### config.mk
export PLATFORM = sky130hd
export DESIGN_NAME = printer_pixel_word_packer_flat
export DESIGN_NICKNAME = d
export VERILOG_FILES = /design/src/rtl/ppwp_pkg.sv /design/src/rtl/ppwp_in_if.sv /design/src/rtl/ppwp_out_if.sv /design/src/rtl/ppwp_cfg_if.sv /design/src/rtl/ppwp_front.sv /design/src/rtl/ppwp_queue.sv /design/src/rtl/ppwp_back.sv /design/src/rtl/printer_pixel_word_packer.sv /design/src/flat_wrapper.sv
export VERILOG_INCLUDE_DIRS = /design/src /design/src/rtl
export SDC_FILE = /design/constraint.sdc
export NUM_CORES = 1
export LEC_CHECK = 0
export ABC_AREA = 1
export BUFFER_PORTS_ARGS = -buffer_cell sky130_fd_sc_hd__buf_2
export CAP_MARGIN = 20
export CORE_MARGIN = 1
export CORE_UTILIZATION = 25
export DETAILED_ROUTE_END_ITERATION = 8
export PLACE_DENSITY = 0.52
export SLEW_MARGIN = 0
export SYNTH_ARGS = -nofsm -noshare
export SYNTH_HDL_FRONTEND = slang
export SYNTH_HIERARCHICAL = 1
export SYNTH_SLANG_ARGS = --single-unit
### constraint.sdc
create_clock -name clk -period 5.8 [get_ports clk]
set_clock_uncertainty 0.05 [all_clocks]
set_input_delay 0.58 -clock clk [delete_from_list [all_inputs] [get_ports clk]]
set_output_delay 0.58 -clock clk [all_outputs]
set_load 0.05 [all_outputs]
### src/rtl/printer_pixel_word_packer_assert.svh
// Assertion macros shared by the pixel word packer RTL.
// Included by the modules that check their own logic; needs no package.
`ifndef PRINTER_PIXEL_WORD_PACKER_ASSERT_SVH
`define PRINTER_PIXEL_WORD_PACKER_ASSERT_SVH
`ifndef SYNTH
// Condition that must hold at every clock edge out of reset.
`define PPWP_ASSERT(lbl, clk, rst_n, cond) \
  lbl: assert property (@(posedge clk) disable iff (!rst_n) (cond)) \
    else $error("ppwp check failed");
// Consequent checked in the same cycle as the antecedent.
`define PPWP_ASSERT_IMP(lbl, clk, rst_n, ante, cons) \
  lbl: assert property (@(posedge clk) disable iff (!rst_n) (ante) |-> (cons)) \
    else $error("ppwp check failed");
// Consequent checked in the cycle after the antecedent.
`define PPWP_ASSERT_NXT(lbl, clk, rst_n, ante, cons) \
  lbl: assert property (@(posedge clk) disable iff (!rst_n) (ante) |=> (cons)) \
    else $error("ppwp check failed");
`else
`define PPWP_ASSERT(lbl, clk, rst_n, cond)
`define PPWP_ASSERT_IMP(lbl, clk, rst_n, ante, cons)
`define PPWP_ASSERT_NXT(lbl, clk, rst_n, ante, cons)
`endif
`endif

### src/rtl/ppwp_pkg.sv
// Package of the pixel word packer: widths, limits, codes and the queue entry type.
// Used by every RTL source file of the block but the assertion header; depends on nothing.
`default_nettype none
package ppwp_pkg;

  localparam int SRC_W      = 8;
  localparam int WORD_W     = 32;
  localparam int DIM_W      = 15;
  localparam int ROW_IDX_W  = 14;
  localparam int SLOT_W     = 3;
  localparam int CFG_IDX_W  = 2;
  localparam int CFG_DATA_W = 15;

  localparam int MAX_WIDTH  = 16384;
  localparam int MAX_HEIGHT = 16384;

  localparam int QUEUE_DEPTH_DEF = 4;

  // Nibble repacking for two bits per pixel, and byte masks for the other modes.
  localparam logic [SRC_W-1:0] MID_PAIR = 8'h0C;
  localparam logic [SRC_W-1:0] LOW_PAIR = 8'h03;
  localparam logic [SRC_W-1:0] KEEP_ALL = 8'hFF;
  localparam logic [SRC_W-1:0] KEEP_3BIT = 8'h77;

  // Register values of bits_mode; zero and five upwards lie outside the legal range.
  localparam logic [2:0] BPP_0 = 3'd0;
  localparam logic [2:0] BPP_1 = 3'd1;
  localparam logic [2:0] BPP_2 = 3'd2;
  localparam logic [2:0] BPP_3 = 3'd3;
  localparam logic [2:0] BPP_4 = 3'd4;
  localparam logic [2:0] BPP_5 = 3'd5;
  localparam logic [2:0] BPP_7 = 3'd7;

  typedef enum logic [CFG_IDX_W-1:0] {
    REG_BITS_MODE = 2'd0,
    REG_ROW_WIDTH = 2'd1,
    REG_ROW_TOTAL = 2'd2
  } cfg_reg_t;

  typedef enum logic [1:0] {
    MODE_1BIT = 2'd0,
    MODE_2BIT = 2'd1,
    MODE_3BIT = 2'd2,
    MODE_4BIT = 2'd3
  } mode_t;

  // One classified source byte on its way from the front to the back.
  typedef struct packed {
    logic [SRC_W-1:0]  val;
    logic              nib_mode;
    logic [SLOT_W-1:0] slot;
    logic              word_done;
    logic              row_done;
    logic              img_done;
  } op_t;

endpackage
`default_nettype wire

### src/rtl/ppwp_in_if.sv
// Source byte channel of the pixel word packer.
// Depends on ppwp_pkg for the byte width.
`default_nettype none
interface ppwp_in_if;
  logic                         valid;
  logic                         ready;
  logic [ppwp_pkg::SRC_W-1:0]   src_byte;
  modport source (output valid, output src_byte, input ready);
  modport sink (input valid, input src_byte, output ready);
endinterface
`default_nettype wire

### src/rtl/ppwp_out_if.sv
// Print word channel of the pixel word packer.
// Depends on ppwp_pkg for the word width.
`default_nettype none
interface ppwp_out_if;
  logic                         valid;
  logic                         ready;
  logic [ppwp_pkg::WORD_W-1:0]  packed_word;
  logic                         row_end;
  logic                         image_end;
  modport source (output valid, output packed_word, output row_end, output image_end,
                  input ready);
  modport sink (input valid, input packed_word, input row_end, input image_end,
                output ready);
endinterface
`default_nettype wire

### src/rtl/ppwp_cfg_if.sv
// Configuration write channel of the pixel word packer.
// Depends on ppwp_pkg for the index and data widths.
`default_nettype none
interface ppwp_cfg_if;
  logic                             valid;
  logic                             ready;
  logic [ppwp_pkg::CFG_IDX_W-1:0]   index;
  logic [ppwp_pkg::CFG_DATA_W-1:0]  data;
  modport source (output valid, output index, output data, input ready);
  modport sink (input valid, input index, input data, output ready);
endinterface
`default_nettype wire

### src/rtl/ppwp_front.sv
// Front end: configuration registers, row and slot tracking, byte classification.
// Depends on ppwp_pkg, ppwp_in_if, ppwp_cfg_if and the assertion header.
`default_nettype none
`include "printer_pixel_word_packer_assert.svh"
module ppwp_front (
  input  wire logic          clk,
  input  wire logic          rst_n,
  ppwp_in_if.sink            in_if,
  ppwp_cfg_if.sink           cfg_if,
  output ppwp_pkg::op_t      op_o,
  output logic               push_o,
  input  wire logic          q_full_i
);

  localparam int DW = ppwp_pkg::DIM_W;

  ppwp_pkg::mode_t                    mode_r, mode_nxt;
  logic [DW-1:0]                      width_r, width_nxt;
  logic [DW-1:0]                      total_r, total_nxt;
  logic [DW-1:0]                      pp_r, pp_nxt;
  logic [ppwp_pkg::ROW_IDX_W-1:0]     row_r, row_nxt;
  logic [ppwp_pkg::SLOT_W-1:0]        slot_r, slot_nxt;

  logic                               m1, m2;
  logic [DW:0]                        pp_sum;
  logic [DW-1:0]                      row_inc;
  logic [DW-1:0]                      pix_left;
  logic [ppwp_pkg::SRC_W-1:0]         inv, keep, val;
  logic                               row_done, word_done, img_done;

  // Sizes below one act as one, sizes above the limit act as the limit.
  function automatic logic [DW-1:0] clamp_dim(input logic [DW-1:0] v, input int hi);
    logic [DW-1:0] r;
    r = v;
    if (v == '0) r = DW'(1);
    else if (int'(v) > hi) r = DW'(hi);
    return r;
  endfunction

  assign cfg_if.ready = 1'b1;
  assign in_if.ready  = !q_full_i;
  assign push_o       = in_if.valid && !q_full_i;

  always_comb begin
    mode_nxt  = mode_r;
    width_nxt = width_r;
    total_nxt = total_r;
    if (cfg_if.valid) begin
      unique case (cfg_if.index)
        ppwp_pkg::REG_BITS_MODE: begin
          unique case (cfg_if.data[2:0]) inside
            ppwp_pkg::BPP_0, ppwp_pkg::BPP_1: mode_nxt = ppwp_pkg::MODE_1BIT;
            ppwp_pkg::BPP_2:                  mode_nxt = ppwp_pkg::MODE_2BIT;
            ppwp_pkg::BPP_3:                  mode_nxt = ppwp_pkg::MODE_3BIT;
            default:                          mode_nxt = ppwp_pkg::MODE_4BIT;
          endcase
        end
        ppwp_pkg::REG_ROW_WIDTH: width_nxt = clamp_dim(cfg_if.data, ppwp_pkg::MAX_WIDTH);
        ppwp_pkg::REG_ROW_TOTAL: total_nxt = clamp_dim(cfg_if.data, ppwp_pkg::MAX_HEIGHT);
        default: begin
        end
      endcase
    end
  end

  always_comb begin
    m1        = (mode_r == ppwp_pkg::MODE_1BIT);
    m2        = (mode_r == ppwp_pkg::MODE_2BIT);
    pp_sum    = {1'b0, pp_r} + (m1 ? (DW+1)'(8) : (DW+1)'(2));
    row_done  = (pp_sum >= {1'b0, width_r});
    word_done = row_done || (slot_r >= (m2 ? 3'd7 : 3'd3));
    row_inc   = {1'b0, row_r} + DW'(1);
    img_done  = row_done && (row_inc >= total_r);
    inv       = ~in_if.src_byte;
    pix_left  = width_r - pp_r;

    // Pixels past the row width in the last byte of a one-bit row stay blank.
    keep = ppwp_pkg::KEEP_ALL;
    if (pp_r >= width_r) keep = '0;
    else if (pix_left < DW'(8)) keep = 8'(ppwp_pkg::KEEP_ALL << (4'd8 - {1'b0, pix_left[2:0]}));

    case (mode_r)
      ppwp_pkg::MODE_1BIT: val = inv & keep;
      ppwp_pkg::MODE_2BIT: val = ((inv >> 2) & ppwp_pkg::MID_PAIR) | (inv & ppwp_pkg::LOW_PAIR);
      ppwp_pkg::MODE_3BIT: val = inv & ppwp_pkg::KEEP_3BIT;
      default:             val = inv;
    endcase

    op_o.val       = val;
    op_o.nib_mode  = m2;
    op_o.slot      = slot_r;
    op_o.word_done = word_done;
    op_o.row_done  = row_done;
    op_o.img_done  = img_done;

    pp_nxt   = pp_r;
    row_nxt  = row_r;
    slot_nxt = slot_r;
    if (push_o) begin
      pp_nxt   = row_done ? '0 : pp_sum[DW-1:0];
      slot_nxt = word_done ? '0 : slot_r + 3'd1;
      if (row_done) row_nxt = img_done ? '0 : row_inc[ppwp_pkg::ROW_IDX_W-1:0];
    end
  end

  always_ff @(posedge clk) begin
    if (!rst_n) begin
      mode_r  <= ppwp_pkg::MODE_4BIT;
      width_r <= DW'(1);
      total_r <= DW'(1);
      pp_r    <= '0;
      row_r   <= '0;
      slot_r  <= '0;
    end else begin
      mode_r  <= mode_nxt;
      width_r <= width_nxt;
      total_r <= total_nxt;
      pp_r    <= pp_nxt;
      row_r   <= row_nxt;
      slot_r  <= slot_nxt;
    end
  end

  `PPWP_ASSERT_NXT(a_row_restart, clk, rst_n, push_o && row_done, pp_r == '0 && slot_r == '0)
  `PPWP_ASSERT(a_width_nonzero, clk, rst_n, width_r != '0 && total_r != '0)
  `PPWP_ASSERT_NXT(a_img_wrap, clk, rst_n, push_o && img_done, row_r == '0)

endmodule
`default_nettype wire

### src/rtl/ppwp_queue.sv
// Short queue of classified bytes between the front and the back.
// Depends on ppwp_pkg for the entry type and on the assertion header.
`default_nettype none
`include "printer_pixel_word_packer_assert.svh"
module ppwp_queue #(
  parameter int DEPTH = ppwp_pkg::QUEUE_DEPTH_DEF
) (
  input  wire logic          clk,
  input  wire logic          rst_n,
  input  wire logic          push_i,
  input  ppwp_pkg::op_t      op_i,
  output logic               full_o,
  output logic               valid_o,
  output ppwp_pkg::op_t      op_o,
  input  wire logic          pop_i
);

  localparam int PW = (DEPTH > 1) ? $clog2(DEPTH) : 1;
  localparam int CW = $clog2(DEPTH + 1);

  ppwp_pkg::op_t   mem_r [DEPTH];
  logic [PW-1:0]   wr_ptr_r, wr_ptr_nxt;
  logic [PW-1:0]   rd_ptr_r, rd_ptr_nxt;
  logic [CW-1:0]   count_r, count_nxt;

  assign full_o  = (count_r == CW'(DEPTH));
  assign valid_o = (count_r != '0);
  assign op_o    = mem_r[rd_ptr_r];

  always_comb begin
    wr_ptr_nxt = wr_ptr_r;
    rd_ptr_nxt = rd_ptr_r;
    count_nxt  = count_r;
    if (push_i) wr_ptr_nxt = (wr_ptr_r == PW'(DEPTH - 1)) ? '0 : wr_ptr_r + PW'(1);
    if (pop_i)  rd_ptr_nxt = (rd_ptr_r == PW'(DEPTH - 1)) ? '0 : rd_ptr_r + PW'(1);
    if (push_i && !pop_i) count_nxt = count_r + CW'(1);
    else if (pop_i && !push_i) count_nxt = count_r - CW'(1);
  end

  always_ff @(posedge clk) begin
    if (push_i) mem_r[wr_ptr_r] <= op_i;
  end

  always_ff @(posedge clk) begin
    if (!rst_n) begin
      wr_ptr_r <= '0;
      rd_ptr_r <= '0;
      count_r  <= '0;
    end else begin
      wr_ptr_r <= wr_ptr_nxt;
      rd_ptr_r <= rd_ptr_nxt;
      count_r  <= count_nxt;
    end
  end

  `PPWP_ASSERT(a_count_bound, clk, rst_n, count_r <= CW'(DEPTH))
  `PPWP_ASSERT_IMP(a_no_underflow, clk, rst_n, pop_i, count_r != '0)
  `PPWP_ASSERT_IMP(a_no_overflow, clk, rst_n, push_i, !full_o)

endmodule
`default_nettype wire

### src/rtl/ppwp_back.sv
// Back end: word accumulator and registered output stage.
// Depends on ppwp_pkg, ppwp_out_if and the assertion header.
`default_nettype none
`include "printer_pixel_word_packer_assert.svh"
module ppwp_back (
  input  wire logic          clk,
  input  wire logic          rst_n,
  input  wire logic          valid_i,
  input  ppwp_pkg::op_t      op_i,
  output logic               pop_o,
  ppwp_out_if.source         out_if
);

  localparam int WW = ppwp_pkg::WORD_W;

  logic [WW-1:0] acc_r, acc_nxt;
  logic [WW-1:0] word_r, word_nxt;
  logic          out_valid_r, out_valid_nxt;
  logic          row_end_r, row_end_nxt;
  logic          img_end_r, img_end_nxt;
  logic [WW-1:0] contrib, merged;
  logic          out_free;

  assign out_if.valid       = out_valid_r;
  assign out_if.packed_word = word_r;
  assign out_if.row_end     = row_end_r;
  assign out_if.image_end   = img_end_r;

  always_comb begin
    out_free = !out_valid_r || out_if.ready;
    pop_o    = valid_i && (!op_i.word_done || out_free);

    // Nibble slots count down from the top in two-bit mode, byte slots otherwise.
    if (op_i.nib_mode) contrib = WW'(op_i.val[3:0]) << {~op_i.slot, 2'b00};
    else contrib = WW'(op_i.val) << {~op_i.slot[1:0], 3'b000};
    merged = acc_r | contrib;

    acc_nxt       = acc_r;
    word_nxt      = word_r;
    row_end_nxt   = row_end_r;
    img_end_nxt   = img_end_r;
    out_valid_nxt = out_valid_r && !out_if.ready;
    if (pop_o) begin
      if (op_i.word_done) begin
        acc_nxt       = '0;
        word_nxt      = merged;
        row_end_nxt   = op_i.row_done;
        img_end_nxt   = op_i.img_done;
        out_valid_nxt = 1'b1;
      end else begin
        acc_nxt = merged;
      end
    end
  end

  always_ff @(posedge clk) begin
    word_r    <= word_nxt;
    row_end_r <= row_end_nxt;
    img_end_r <= img_end_nxt;
  end

  always_ff @(posedge clk) begin
    if (!rst_n) begin
      acc_r       <= '0;
      out_valid_r <= 1'b0;
    end else begin
      acc_r       <= acc_nxt;
      out_valid_r <= out_valid_nxt;
    end
  end

  `PPWP_ASSERT_NXT(a_acc_cleared, clk, rst_n, pop_o && op_i.word_done, acc_r == '0)
  `PPWP_ASSERT_IMP(a_img_is_row, clk, rst_n, out_valid_r && img_end_r, row_end_r)
  `PPWP_ASSERT_IMP(a_emit_slot, clk, rst_n, pop_o && op_i.word_done, out_free)

endmodule
`default_nettype wire

### src/rtl/printer_pixel_word_packer.sv
// Top level of the printer pixel word packer: front, queue and back joined up.
// Depends on ppwp_pkg, the three channel interfaces, ppwp_front, ppwp_queue, ppwp_back.
//
// Usage. Source row bytes arrive one beat at a time on in_if (valid/ready,
// payload src_byte). Each byte is inverted for the print head and packed, first
// pixel in the most significant bits, into 32-bit print words that leave on
// out_if (packed_word, row_end, image_end). A word leaves when it is full or
// when the byte ends the row; the last word of the last row carries image_end.
// Configuration beats on cfg_if set bits_mode (index 0), row_width (index 1)
// and row_total (index 2); cfg_if is always ready, and writes should be made
// while the block holds no unfinished bytes.
// Throughput is one byte per cycle while the receiver takes words; the front
// classifies a byte in the cycle it is accepted, and the back merges one queued
// byte per cycle into the word. A byte that completes its word is written into
// the queue when accepted and then merged into the output register that drives
// out_if. When the receiver stalls, the output register holds its word, the back
// stops merging only on a byte that would complete the next word, the queue of
// QUEUE_DEPTH entries fills and then in_if.ready drops.
// Reset clears the row, slot and word state, empties the queue and returns the
// registers to four bits per pixel, one pixel per row and one row per image.
`default_nettype none
module printer_pixel_word_packer #(
  parameter int QUEUE_DEPTH = ppwp_pkg::QUEUE_DEPTH_DEF
) (
  input  wire logic    clk,
  input  wire logic    rst_n,
  ppwp_in_if.sink      in_if,
  ppwp_out_if.source   out_if,
  ppwp_cfg_if.sink     cfg_if
);

  ppwp_pkg::op_t  front_op;
  ppwp_pkg::op_t  back_op;
  logic           push;
  logic           q_full;
  logic           q_valid;
  logic           pop;

  // Front: tracks the position in the row and the slot in the word, so the
  // back never has to tell it anything.
  ppwp_front u_front (
    .clk      (clk),
    .rst_n    (rst_n),
    .in_if    (in_if),
    .cfg_if   (cfg_if),
    .op_o     (front_op),
    .push_o   (push),
    .q_full_i (q_full)
  );

  ppwp_queue #(
    .DEPTH (QUEUE_DEPTH)
  ) u_queue (
    .clk     (clk),
    .rst_n   (rst_n),
    .push_i  (push),
    .op_i    (front_op),
    .full_o  (q_full),
    .valid_o (q_valid),
    .op_o    (back_op),
    .pop_i   (pop)
  );

  // Back: ORs each byte into the accumulator and hands finished words to the
  // output register.
  ppwp_back u_back (
    .clk     (clk),
    .rst_n   (rst_n),
    .valid_i (q_valid),
    .op_i    (back_op),
    .pop_o   (pop),
    .out_if  (out_if)
  );

endmodule
`default_nettype wire

### src/flat_wrapper.sv
// flat-port wrapper written by rule: the top's interface ports become plain ports
module printer_pixel_word_packer_flat 
#(
  parameter int QUEUE_DEPTH = ppwp_pkg::QUEUE_DEPTH_DEF
)
  (clk, rst_n, in_if_valid, in_if_src_byte, in_if_ready, out_if_valid, out_if_packed_word, out_if_row_end, out_if_image_end, out_if_ready, cfg_if_valid, cfg_if_index, cfg_if_data, cfg_if_ready);
  ppwp_in_if in_if_i ();
  ppwp_out_if out_if_i ();
  ppwp_cfg_if cfg_if_i ();
  input  wire logic clk;
  input  wire logic rst_n;
  input wire logic [$bits(in_if_i.valid)-1:0] in_if_valid;
  input wire logic [$bits(in_if_i.src_byte)-1:0] in_if_src_byte;
  output wire logic [$bits(in_if_i.ready)-1:0] in_if_ready;
  output wire logic [$bits(out_if_i.valid)-1:0] out_if_valid;
  output wire logic [$bits(out_if_i.packed_word)-1:0] out_if_packed_word;
  output wire logic [$bits(out_if_i.row_end)-1:0] out_if_row_end;
  output wire logic [$bits(out_if_i.image_end)-1:0] out_if_image_end;
  input wire logic [$bits(out_if_i.ready)-1:0] out_if_ready;
  input wire logic [$bits(cfg_if_i.valid)-1:0] cfg_if_valid;
  input wire logic [$bits(cfg_if_i.index)-1:0] cfg_if_index;
  input wire logic [$bits(cfg_if_i.data)-1:0] cfg_if_data;
  output wire logic [$bits(cfg_if_i.ready)-1:0] cfg_if_ready;
  assign in_if_i.valid = in_if_valid;
  assign in_if_i.src_byte = in_if_src_byte;
  assign in_if_ready = in_if_i.ready;
  assign out_if_valid = out_if_i.valid;
  assign out_if_packed_word = out_if_i.packed_word;
  assign out_if_row_end = out_if_i.row_end;
  assign out_if_image_end = out_if_i.image_end;
  assign out_if_i.ready = out_if_ready;
  assign cfg_if_i.valid = cfg_if_valid;
  assign cfg_if_i.index = cfg_if_index;
  assign cfg_if_i.data = cfg_if_data;
  assign cfg_if_ready = cfg_if_i.ready;
  printer_pixel_word_packer #(.QUEUE_DEPTH(QUEUE_DEPTH)) u_core (.clk(clk), .rst_n(rst_n), .in_if(in_if_i), .out_if(out_if_i), .cfg_if(cfg_if_i));
endmodule
## After elaboration in Yosys (flattened, before gate mapping)

Memory sizes are Yosys's and may differ from the RTL's. A register that Yosys moved wholly into a read port is not among the register bits.
Index checks and enable logic that the tools add are counted.

- Bitwise gates (word level): 6
- Muxes and demuxes: 23
- Eq/ne operators: 10
- Shift-type cells: 3
- Reduce and logical (&&, ||, !) cells: 27
- $add $sub $neg: 9
- Magnitude comparators: 6

Operators with widths:

| kind | number |
|---|---|
| $mux 32 | 2 |
| $mux 15 | 3 |
| $or 32x32->32 | 1 |
| $shl 4x5->32 | 1 |
| $shl 8x5->32 | 1 |
| $ge 15x15->1 | 2 |
| $pmux 8 s3 | 1 |
| $add 15x4->16 | 1 |
| $ge 16x15->1 | 1 |
| $mux 8 | 2 |
| $add 14x1->15 const B | 1 |
| $gt 15x15->1 const B | 1 |
| $logic_not 15->1 | 1 |
| $lt 15x4->1 const B | 1 |
| $sub 15x15->15 | 1 |
| $mux 14 | 1 |
| $mux 3 | 4 |
| $reduce_and 2->1 | 5 |
| $and 8x8->8 | 1 |
| $eq 2x2->1 const B | 4 |
| $mux 2 | 4 |
| $not 8->8 | 1 |
| $shl 8x4->8 const A | 1 |
| $add 3x1->3 const B | 2 |
| 22 further kinds | 41 |

- Input port bits: 30
- Memories: 1
- Memory bits (writable): 60
- Output and inout bits: 37
- Flip-flop bits (word level): 138

Memory list:

| memory | words | width | read ports | clocked after memory_dff | wr ports | line | RTL |
|---|---|---|---|---|---|---|---|
| u_core.u_queue.mem_r | 4 | 15 | 1 | 1 | 1 | ppwp_queue.sv:21 | `ppwp_pkg::op_t mem_r [DEPTH];` |

## Logic depth before layout (Yosys ltp)

- Word-level depth: 7
- Gate-level depth with buffers: 27
- Mapped depth without buffers: 26

## Hierarchy

The synthesis kept the hierarchy.

Modules (own cells, without submodules):

| module | instances | seq. area each (um^2) | cells each | area each (um^2) |
|---|---|---|---|---|
| ppwp_front | 1 | 1261.2 | 807 | 5102.4 |
| ppwp_back | 1 | 1681.6 | 389 | 2982.9 |
| ppwp_queue | 1 | 1981.9 | 205 | 2806.4 |

## Least setup slack after synthesis

OpenSTA, ideal clock, no wires.

- Kind: register -> register
- Start point: reg u_core.u_front.mode_r[1]
- End point: reg u_core/u_front/row_r[12] in the netlist's numbering
- Data arrival time: 2.968 ns
- Stages on the path, launching flop included: 28
- Clock period less this slack: 3.131 ns
- Setup slack: 2.669 ns
- Path buffers: 1
- Path through: dfxtp_1 -> nor2_1 -> inv_1 -> ha_1 -> ha_1 -> nand2_1 -> nand2_1 -> nand3_2 -> nor2_2 -> inv_1 -> nor2_1 -> nand2_1 -> nor2_1 -> nand2_1 -> nand2_1 -> inv_1 -> ha_1 -> nand2_1 -> inv_1 -> a221oi_1 -> nand3_1 -> inv_2 -> nand2_4 -> nand2_2 -> buf_6 -> nand2_1 -> nand2_1 -> nor2_1

- Word-level cells in the longest chain between the ends: 6
- Elaborated cells between the ends (all ways): 7

Ends and longest elaborated chain:

| element | line | RTL |
|---|---|---|
| start, declared | ppwp_front.sv:17 | `ppwp_pkg::mode_t mode_r, mode_nxt;` |
| start signal, assigned | ppwp_front.sv:108 | `mode_r <= ppwp_pkg::MODE_4BIT;` |
| start signal, assigned | ppwp_front.sv:115 | `mode_r <= mode_nxt;` |
| $logic_not 2->1 * | ppwp_front.sv:67 | `m1 = (mode_r == ppwp_pkg::MODE_1BIT);` |
| $mux 4 * | ppwp_front.sv:69 | `pp_sum = {1'b0, pp_r} + (m1 ? (DW+1)'(8) : (DW+1)'(2));` |
| $add 15x4->16 * | ppwp_front.sv:69 |  |
| $ge 16x15->1 * | ppwp_front.sv:70 | `row_done = (pp_sum >= {1'b0, width_r});` |
| via u_core.u_front.row_done | ppwp_front.sv:29 | `logic row_done, word_done, img_done;` |
| $logic_and 1x1->1 | ppwp_front.sv:73 | `img_done = row_done && (row_inc >= total_r);` |
| $mux 14 | ppwp_front.sv:102 | `if (row_done) row_nxt = img_done ? '0 : row_inc[ppwp_pkg::ROW_IDX_W-1:0];` |
| end signal, assigned | ppwp_front.sv:119 | `row_r <= row_nxt;` |
| end, declared | ppwp_front.sv:21 | `logic [ppwp_pkg::ROW_IDX_W-1:0] row_r, row_nxt;` |

The timed path passes the listed nets; every way through them passes the cells marked *.
A chain may end at the register's enable or synchronous reset.

==> results.env <==
SHARE_COMB_OF_TOTAL_POWER_PCT=42.8
WORST-R2R-CELL-COUNT=26
VDD_DROP_MAX_mV=0.2199
FINAL_MAX_SLEW_VIOL_COUNT=0
FMAX_MHz=270.8
SHARE_OF_SYNTHESIZED_FLIP_FLOPS_WITH_AN_ASYNCHRONOUS_SET_OR_RESET_PCT=0
PWR_DENSITY_CELL_nW_PER_UM2=455.1
POWER.SHARE.SWITCHING_PCT=43.84
IO_PINS=67
DRCVIOLATIONCOUNT=0
SYNTH-WARNING-COUNT=6
SYNTHFLOPTYPE='dfxtp_1'
LAYOUT.NETS=1540
FINAL-SETUP-VIOL-COUNT=0
FINALWORSTPATHREQUIREDPERIOD_NS=3.693
FIN_TNS_SETUP_NS=0
CP.ARRIVAL_NS=3.98
POST-PLACE-CELLS=2014
REPORT.FINAL.HOLD_VIOL_COUNT=0
FINAL_CELL_COUNT_NO_FILL=2046
REGTOREGSETUPSLACK_NS=2.11
TRITONCTS.NUM_BUFFERS=17
ANTENNA_FOUND_INITIAL=2
SYNTHESIS.INSTANCES=1401
TIMING.MAX_SLEW.REL_SLACK_PCT=45.65
DRT-INITIAL-DRC-COUNT=386
DRT-VIAS-PER-INSTANCE=4.272
POWER.SHARE.CLOCK_PCT=22.0
INSERTEDDIODECOUNT=0
DETAIL_ROUTE.FIRST_PASS.ITERATIONS=5
CORE_REGION_AREA_SQ_UM=42980
OUTCOME='completed'
CTS_REPAIR_RESIZE_COUNT=0
INITIAL_UTILIZATION_PCT=25.34
DRV.MAX_CAP_VIOLATION_COUNT=0
SYN_AREA_SQ_UM=10890
FP.DIEW_UM=210.7
FILLERINSTANCES=4679
P_INT_mW=3.151
INSERTION_DELAY_TO_THE_LATER_SINK_OF_THE_WORST_SKEW_PAIR_NS=0.45
SYN_AREA_PER_CELL_SQ_UM=7.774
ROUTE.VIAS.TOTAL=8741
CRIT-REG2REG-CAPTURE='u_core/u_front/row_r[0]$_SDFFE_PN0P_'
HOLD_PATH.CLASS='reg2reg'
DIE-AREA_SQ_UM=44410
P_SEQ_SHARE_PCT=35.2
DETAIL_ROUTE.WL_PER_CELL_UM=12.67
HOLD_BUFFERS=0
UNREPAIRED_SETUP_ENDPOINTS_AFTER_GLOBAL_ROUTING='false'
TIMING.FINAL.CRIT_SHARE_PCT=63.67
POSTCTSSETUPBUFFERS=0
MEASURED_SLEW_AT_THE_WORST_SLEW_CHECK_PIN_NS=0.8144
CTS-HTREE-LEVELS=4
SETUP.WORST_PATH.CLASS='reg2reg'
ELEMENT_TYPE_AT_THE_CRITICAL_PATH_START='flop'
CP.REQUIRED_NS=6.08
TRITONCTS_NUM_SINKS=199
CTS_TREE='built'
FLOORPLAN.ROWS=76
FFS_LATCHES_SYNTH=199
HP-START='u_core/u_back/acc_r[1]$_SDFFE_PN0P_'
GROUTE.USAGE.OVERALL_PCT=12.08
DRIVE_GT1_SHARE_PCT=10.68
DIE_HEIGHT_UM=210.7
POSTSYNTHNETCOUNT=1493
GRT_PASS1_VIAS=8300
PIN_COUNT_OF_THE_BIGGEST_NET_ENTERING_GLOBAL_ROUTING=56
MAX-CLOCK-PATH-BUFFERS=2
SYNTH_SEQ_AREA_SHARE_PCT=45.22
COUNT_OF_FLIP_FLOPS_WITH_A_BUILT_IN_ENABLE_AFTER_SYNTHESIS=94
CTSROOTBUFFERMASTER='clkbuf_16'
AREA_GROWTH_SYN_TO_LAYOUT_PCT=13.18
DETAILEDPLACEMENTHPWL_UM=19010
GRT.OVERFLOW.TOTAL=0
TOTALWIRELENGTH_UM=25920
PORT-BUFFER-COUNT=65
CLKSLEWWORSTSETUPHOLDPATHS_NS=0.07
WHS_ENDPOINT='u_core/u_back/acc_r[1]$_SDFFE_PN0P_'
TOTAL_SWITCHING_POWER_mW=2.459
ENDPOINT_KIND='flop'
MIN_DELAY_PATH_DEPTH=2
SYNTHDISTINCTLIBCELLS=44
GP_CONGESTION=0.8297
STARTPOINT_OF_THE_MOST_CRITICAL_REGISTER_TO_REGISTER_PATH='u_core/u_front/mode_r[1]$_SDFFE_PN1P_'
CP_MAX_FO=28
LEAKAGE_nW=5.646
ROUTE.ANTENNA.REMAINING_NETS=0
FIRST_PASS_GRT_WIRE_LENGTH_UM=42370
[worst max path at each step]
stage	from	end	slack, ns	cells after the start
2_1_floorplan	u_core/u_front/mode_r[1]$_SDFFE_PN1P_	u_core/u_front/row_r[12]$_SDFFE_PN0P_	2.67	27
3_3_place_gp	flop	u_core/u_queue/count_r[2]$_SDFFE_PN0P_	2.24	18
3_5_place_dp	flop	u_core/u_queue/count_r[2]$_SDFFE_PN0P_	2.16	18
4_1_cts	u_core/u_front/mode_r[1]$_SDFFE_PN1P_	u_core/u_front/row_r[0]$_SDFFE_PN0P_	2.12	26
5_1_grt	u_core/u_front/mode_r[1]$_SDFFE_PN1P_	u_core/u_front/row_r[4]$_SDFFE_PN0P_	1.58	25
6_report	u_core/u_front/mode_r[1]$_SDFFE_PN1P_	u_core/u_front/row_r[0]$_SDFFE_PN0P_	2.11	26
[power groups by stage]
| stage | registers [mW] | logic, mW | clock network, mW |
|---|---|---|---|
| 4_1_cts | 1.98 | 2.42 | 1.26 |
| 3_3_place_gp | 2.01 | 2.38 | 0 |
| 2_1_floorplan | 2.44 | 1.45 | 0 |
| 5_1_grt | 2.01 | 2.70 | 1.32 |
| 6_report | 1.97 | 2.40 | 1.23 |
| 3_5_place_dp | 2.01 | 2.42 | 0 |
[state kept, by name, indices dropped and copies added, names as in the netlist, 3 cells and up, named ones only]
name                              cells
u_core/u_queue/count_r                3
u_core/u_back/acc_r                  32
u_core/u_back/out_if.packed_word     32
u_core/u_front/row_r                 14
u_core/u_front/pp_r                  14
u_core/u_front/total_r               15
u_core/u_front/width_r               15
u_core/u_front/slot_r                 3
u_core/u_queue/mem_r                 60
[synth_stat cells (all sizes together) (3+ instances only)]
master  number  area, sq um
nor3        13        70.07
inv        228        855.8
o21ai       80        445.4
nor2       187        737.0
nor4         5        31.28
dfxtp      105         2102
a21oi       93        465.5
xor2        19        166.4
or2          5        31.28
o22ai       16        162.7
xnor2        3        26.28
o211ai       6        45.04
nand4       14        87.58
clkbuf      14        53.80
nand3b       5        37.54
edfxtp      94         2823
ha          60        750.7
nand2      348         1319
buf         30        229.0
nand3       62        330.3
[placed cells by master (no fill, tap or decap), drive strengths merged]
| cell type | n |
|---|---|
| buf | 72 |
| dfxtp | 105 |
| nand3b | 5 |
| o211ai | 6 |
| and2 | 1 |
| nand3 | 62 |
| clkbuf | 19 |
| nor3 | 13 |
| a21boi | 1 |
| conb | 2 |
| a31o | 2 |
| nand4 | 14 |
| or2 | 5 |
| a21oi | 93 |
| a221oi | 1 |
| xnor2 | 3 |
| edfxtp | 94 |
| o211a | 1 |
| xor2 | 19 |
| fa | 2 |
| o21a | 2 |
| bufinv | 3 |
| nor4 | 5 |
| and3 | 1 |
| o22ai | 16 |
| clkinvlp | 1 |
| o21ai | 80 |
| nand2 | 348 |
| nor2 | 187 |
| ha | 60 |
| inv | 233 |
| clkinv | 5 |
[metal layers]
metal	part of all wire, %	track usage, %	up-vias
met2	46	19.95	153
met4	1.3	3.623	2
met5	0.046	0	-
met1	49	16.00	3995
li1	-	-	4568
met3	3.5	2.171	23
[stage by stage]
stage	setup WS (ns)	util [%]	total power [mW]	hold WS, ns	cell area, sq um
after floorplan	2.669	-	3.897	0.3797	10890
after global placement	2.236	27.29	4.393	0.3871	11730
after detailed placement	2.157	27.29	4.426	0.3913	11730
after CTS	2.124	28.68	5.665	0.3855	12330
after global routing	1.585	28.68	6.031	0.4147	12330
final	2.107	28.68	5.609	0.3993	12330
[final cells by class]
class                           instances  area (sq um)  share of cell area, %
Sequential cell                       199          4925                  39.95
Multi-Input combinational cell        929          4835                  39.22
Inverter                              229         859.6                  6.973
Tap cell                              585         732.0                  5.938
Clock buffer                           19         432.9                  3.512
Timing Repair Buffer                   72         377.9                  3.065
Clock inverter                         13         165.2                  1.340
[critical path, stage by stage, from the launching register on]
cell and delay [ns]:
dfxtp_1 0.41, nor2_1 0.13, inv_1 0.11, ha_1 0.18, ha_1 0.19, nand2_1 0.06, nand2_1 0.09, nand3_2 0.10
nor2_2 0.11, inv_1 0.06, nor2_1 0.15, nand2_1 0.12, nor2_1 0.11, nand2_1 0.05, nand2_1 0.06, inv_1 0.05
ha_1 0.26, nand2_1 0.07, inv_1 0.06, a221oi_1 0.24, nand3_1 0.12, inv_2 0.10, nand2_4 0.08, nand2_2 0.38
nand2_1 0.10, nand2_1 0.08, nor2_1 0.05
[cells by family after synthesis]
| family | count (synthesis) | synth area share, % |
|---|---|---|
| DFF | 199 | 45.22 |
| buffers and inverters | 273 | 10.49 |
| other | 2 | 0.06895 |
| xor gates and xnor gates | 22 | 1.769 |
| and+or+nand+nor | 641 | 24.39 |
| adders and majority gates | 62 | 7.260 |
| AOI/OAI and AO/OA | 202 | 10.81 |
Power figures use the tool's default switching activity.
